### src/pha_mul.sv
// Pipelined unsigned multiplier: one CW-bit slice of b per stage, with a side tag.
// No package dependencies; needs at least two slices.
module pha_mul #(
	parameter int WA = 48,
	parameter int WB = 42,
	parameter int CW = 14,
	parameter int TW = 8
) (
	input  logic          clk,
	input  logic          arst_n,
	input  logic          en,
	input  logic          in_vld,
	input  logic [WA-1:0] a,
	input  logic [WB-1:0] b,
	input  logic [TW-1:0] in_tag,
	output logic          out_vld,
	output logic [WA+WB-1:0] prod,
	output logic [TW-1:0] out_tag
);
	localparam int NC  = (WB + CW - 1) / CW;
	localparam int WBP = NC * CW;
	localparam int WP  = WA + WB;

	logic [WBP-1:0] b_ext;
	logic [NC-1:0]  vld_s;
	logic [WP-1:0]  acc_s [NC];
	logic [TW-1:0]  tag_s [NC];
	logic [WA-1:0]  a_s   [NC-1];
	logic [WBP-1:0] b_s   [NC-1];

	assign b_ext = WBP'(b);

	always_ff @(posedge clk or negedge arst_n) begin
		if (!arst_n) begin
			vld_s <= '0;
		end else if (en) begin
			vld_s <= {vld_s[NC-2:0], in_vld};
		end
	end

	always_ff @(posedge clk) begin
		if (en) begin
			acc_s[0] <= WP'(a) * WP'(b_ext[CW-1:0]);
			tag_s[0] <= in_tag;
			a_s[0]   <= a;
			b_s[0]   <= b_ext;
			for (int i = 1; i < NC; i++) begin
				acc_s[i] <= acc_s[i-1]
					+ ((WP'(a_s[i-1]) * WP'(b_s[i-1][i*CW +: CW])) << (i * CW));
				tag_s[i] <= tag_s[i-1];
			end
			for (int i = 1; i < NC - 1; i++) begin
				a_s[i] <= a_s[i-1];
				b_s[i] <= b_s[i-1];
			end
		end
	end

	assign out_vld = vld_s[NC-1];
	assign prod    = acc_s[NC-1];
	assign out_tag = tag_s[NC-1];

endmodule

### config.mk
export PLATFORM = sky130hd
export DESIGN_NAME = pha_mul
export DESIGN_NICKNAME = d
export VERILOG_FILES = /design/src/pha_mul.sv
export SDC_FILE = /design/constraint.sdc
export NUM_CORES = 2
export LEC_CHECK = 0
export BUFFER_PORTS_ARGS = -buffer_cell sky130_fd_sc_hd__buf_2
export CAP_MARGIN = 40
export CORE_ASPECT_RATIO = 0.8
export CORE_UTILIZATION = 55
export DETAILED_ROUTE_END_ITERATION = 7
export PLACE_DENSITY = 0.86
export REMOVE_ABC_BUFFERS = 1
export SLEW_MARGIN = 20
export SYNTH_ARGS = -nofsm -noshare
export SYNTH_HDL_FRONTEND = slang
export SYNTH_SLANG_ARGS = --single-unit
### constraint.sdc
create_clock -name clk -period 8.7 [get_ports clk]
set_input_delay 2.175 -clock clk [delete_from_list [all_inputs] [get_ports clk]]
set_output_delay 2.175 -clock clk [all_outputs]
set_load 0.05 [all_outputs]
==> results.md <==
- Status: finished with violations
- Violated checks: design-rule violations, negative setup slack
- Vertical die dimension: between 300 and 400 um
- Final HPWL DP: 190 mm
- Largest fanout on the critical path: 7
- Kind of capture point of the worst setup path: flip-flop
- Detailed-router iteration count before antenna repair: 8
- Root cell of the clock tree: clkbuf_16
- Biggest area consumer among synthesized cells: fa_1
- Effective utilization at floorplan: 55.3%
- Fraction of the yosys area taken by sequential cells: 14.7%
- Layout cell share with drive strength beyond 1: around 17%
- Count of buffers from port buffering: 200
- Total number of vias: around 64k
- Most common cell type on the critical path: fa_1
- Number of failing setup endpoints in the final timing report: 16
- Hold-fix buffer count after cts: 0
- RSZ-0062 raised after global routing: true
- Fillers: 10.8k
- Top_reg_cell synth: edfxtp_1
- Row count: about 130
- Max Cap Viol: 0
- Top-Level Pins: about 200
- Synth cell types: 90
- Area occupied by multi-input gates: around 0.062 mm^2
- Area share of the largest cell type after synthesis: 41.1%
- Wirelength per Cell: between 20 and 25 um
- Via-to-Cell Ratio: about 5.7
- Core area: about 0.15 mm^2
- Overall routed net length: 238 mm
- Area of the die: 0.148 mm^2
- Slowest Stage Delay on Critical Path: 0.58 ns
- Number of endpoints with negative hold slack in the final report: 0
- CP Data Required Time: 9.13 ns
- Post-layout util: between 60% and 70%
- Most common cell after layout, fill and taps aside: fa_1
- Worst setup path class: reg -> reg
- First-pass GRT wire length: approximately 370 mm
- # H-tree levels: 2
- Number of non-filler instances in the completed layout: approximately 11k
- Dominant cells by area after synthesis: fa_1 41%, edfxtp_1 15%, ha_1 7.5%
- Maximum number of pins on one net before global-route repair: 130
- Final net count: roughly 11k
- Number of antenna violations at the first check in global routing: 10
- Number of standard cells after synthesis: ~8.5k
- CTS buffer count: 47
- Num Clock Sinks: about 390
- Post-route fraction of the period consumed by the critical path: 103%
- Library cell contributing the largest single delay on the critical path: fa_1
- Post-synthesis area per instance: 9.44 um^2
- Worst Setup Start Kind: flip-flop
- Commonest non-fill, non-tap cells in the layout: 1632 x fa_1, 1493 x inv_1, 1464 x nand2_1
- Final setup skew: roughly 0.035 ns
- Number of nets with antenna violations after routing: 0
- YS warnings: 0
- Max_slew headroom: a little under a third
- Overall routing resource usage: approximately 32%
- Number of buffers on the longest clock path: 3
- Number of placed cells counting well taps: 10.9k
- Number of flip-flops and latches in the synthesized netlist: between 300 and 400
- Placement Setup Slack: -0.582 ns
- TritonCTS clock tree: built
- Detailed Route Iter0 Violations: between 6k and 7k
- WP data arrival: between 9 and 10 ns
- Maximum clock frequency: ~110 MHz
- Number of synthesized flops with an enable pin: a little under 400
- Die outline width: approximately 430 um
- Layout overhead on the synthesized area: 15.3%
- Clock latency at the later pin of the worst-skew pair: 0.68 ns
- Slew at the pin with the worst max-slew slack: roughly 1 ns
- Final critical path time including I/O delays and setup: roughly 8.9 ns
- Hold/Removal Path Class: reg -> reg
- Post-route DRC violation count: 1
- Clock transition at the registers of the reported paths: around 0.070 ns
- Worst Setup Slack, final: -0.244 ns
- Remaining global-route overflow: 0
- Sequential cell area: roughly 0.012 mm^2
- Count of pins over their slew limit: 0
- Area of the mapped netlist: between 0.08 and 0.09 mm^2
- Synth async-reset ratio: 0.761%
- RD Place Congestion: between 0.9 and 1
- Number of global-route vias before repair: between 60k and 70k
[routing by layer]
metal | up-vias | track usage [%] | part of all wire [%]
met3 | 844 | 10.7 | 14
met4 | 4 | 13.1 | 4.9
met1 | 31564 | 40.8 | 36
met2 | 4008 | 50.7 | 45
li1 | 27395 | - | -
met5 | - | 0 | 0.012
[final cells by class]
type                            instances  share of cell area (%)
Timing Repair Buffer                 1173                    10.0
Sequential cell                       394                    12.8
Multi-Input combinational cell       6066                    66.8
Clock buffer                           54                    1.30
Clock inverter                         32                   0.401
Tap cell                             1905                    2.57
Antenna cell                            3                 0.00811
Inverter                             1515                    6.14
[cells by family after synthesis]
group           count (synthesis)  share of synthesized area, %
compound gates                912                          7.32
mux                             6                        0.0794
buf+inv                      2053                          10.1
simple gates                 2737                          16.2
fa+ha+maj                    2132                          48.6
xor+xnor                      279                          3.04
flops                         394                          14.7
[worst paths after layout]
check / startpoint / to / slack (ns) / depth (start not counted)
worst max-delay path: b_s[0][77] / acc_s[0][261] / -0.24 / 37
worst min-delay path: b_s[0][35] / b_s[0][77] / 0.41 / 0
worst max register to register: b_s[0][77] / acc_s[0][261] / -0.24 / 37
worst min register to register: b_s[0][35] / b_s[0][77] / 0.41 / 0
max in group asynchronous: arst_n / vld_s[0] / 7.29 / 1
min in group asynchronous: arst_n / vld_s[2] / 1.29 / 1
[synthesized netlist by cell type (22+ instances only)]
master    instances
inv_1          1515
nor3_1           38
nand2b_1         49
o21ai_0         155
buf_1            40
ha_1            483
xor2_1           90
edfxtp_1        391
xnor2_1         189
a21o_1          145
clkbuf_1        384
nor2b_1          32
o211ai_1         23
buf_4            98
a21oi_1         300
fa_1           1649
nor4_1           22
nand4_1          46
and2_1          769
o21a_1           38
nand2_1        1479
a31oi_1          26
nand3_1          69
nor2_1          163
o21bai_1         60
a211oi_1         33
[state kept, by name, indices dropped and copies added, names as in the netlist]
signal	flops
a_s	96
acc_s	229
tag_s	24
vld_s	3
b_s	42
[timing repair]
action	4_1_cts	5_1_grt
pin swaps	87	142
endpoints found under the setup margin	37	52
setup buffers	69	50
cloned	4	1
gates resized for setup	124	235
[worst max-delay path: cells and delay by family, from the launching register on]
kind / cells / cell delay, ns
simple gates: 11 / 1.72
xor+xnor: 2 / 0.34
buf+inv: 8 / 0.97
compound gates: 8 / 1.67
fa+ha+maj: 8 / 3.56
flops: 1 / 0.45
[metrics by stage]
stage               area (um^2)  hold WS [ns]  TNS [ns]
detailed placement        88400         0.405     -9.57
global route              92600         0.422     -9.68
floorplan                 77900         0.400     -1.41
CTS                       91200         0.417    -0.325
global placement          88400         0.401     -5.43
finish                    92600         0.414     -1.85
Power is not shown: default switching activity piles up to over one toggle a cycle in this logic, so the estimate is an artifact.
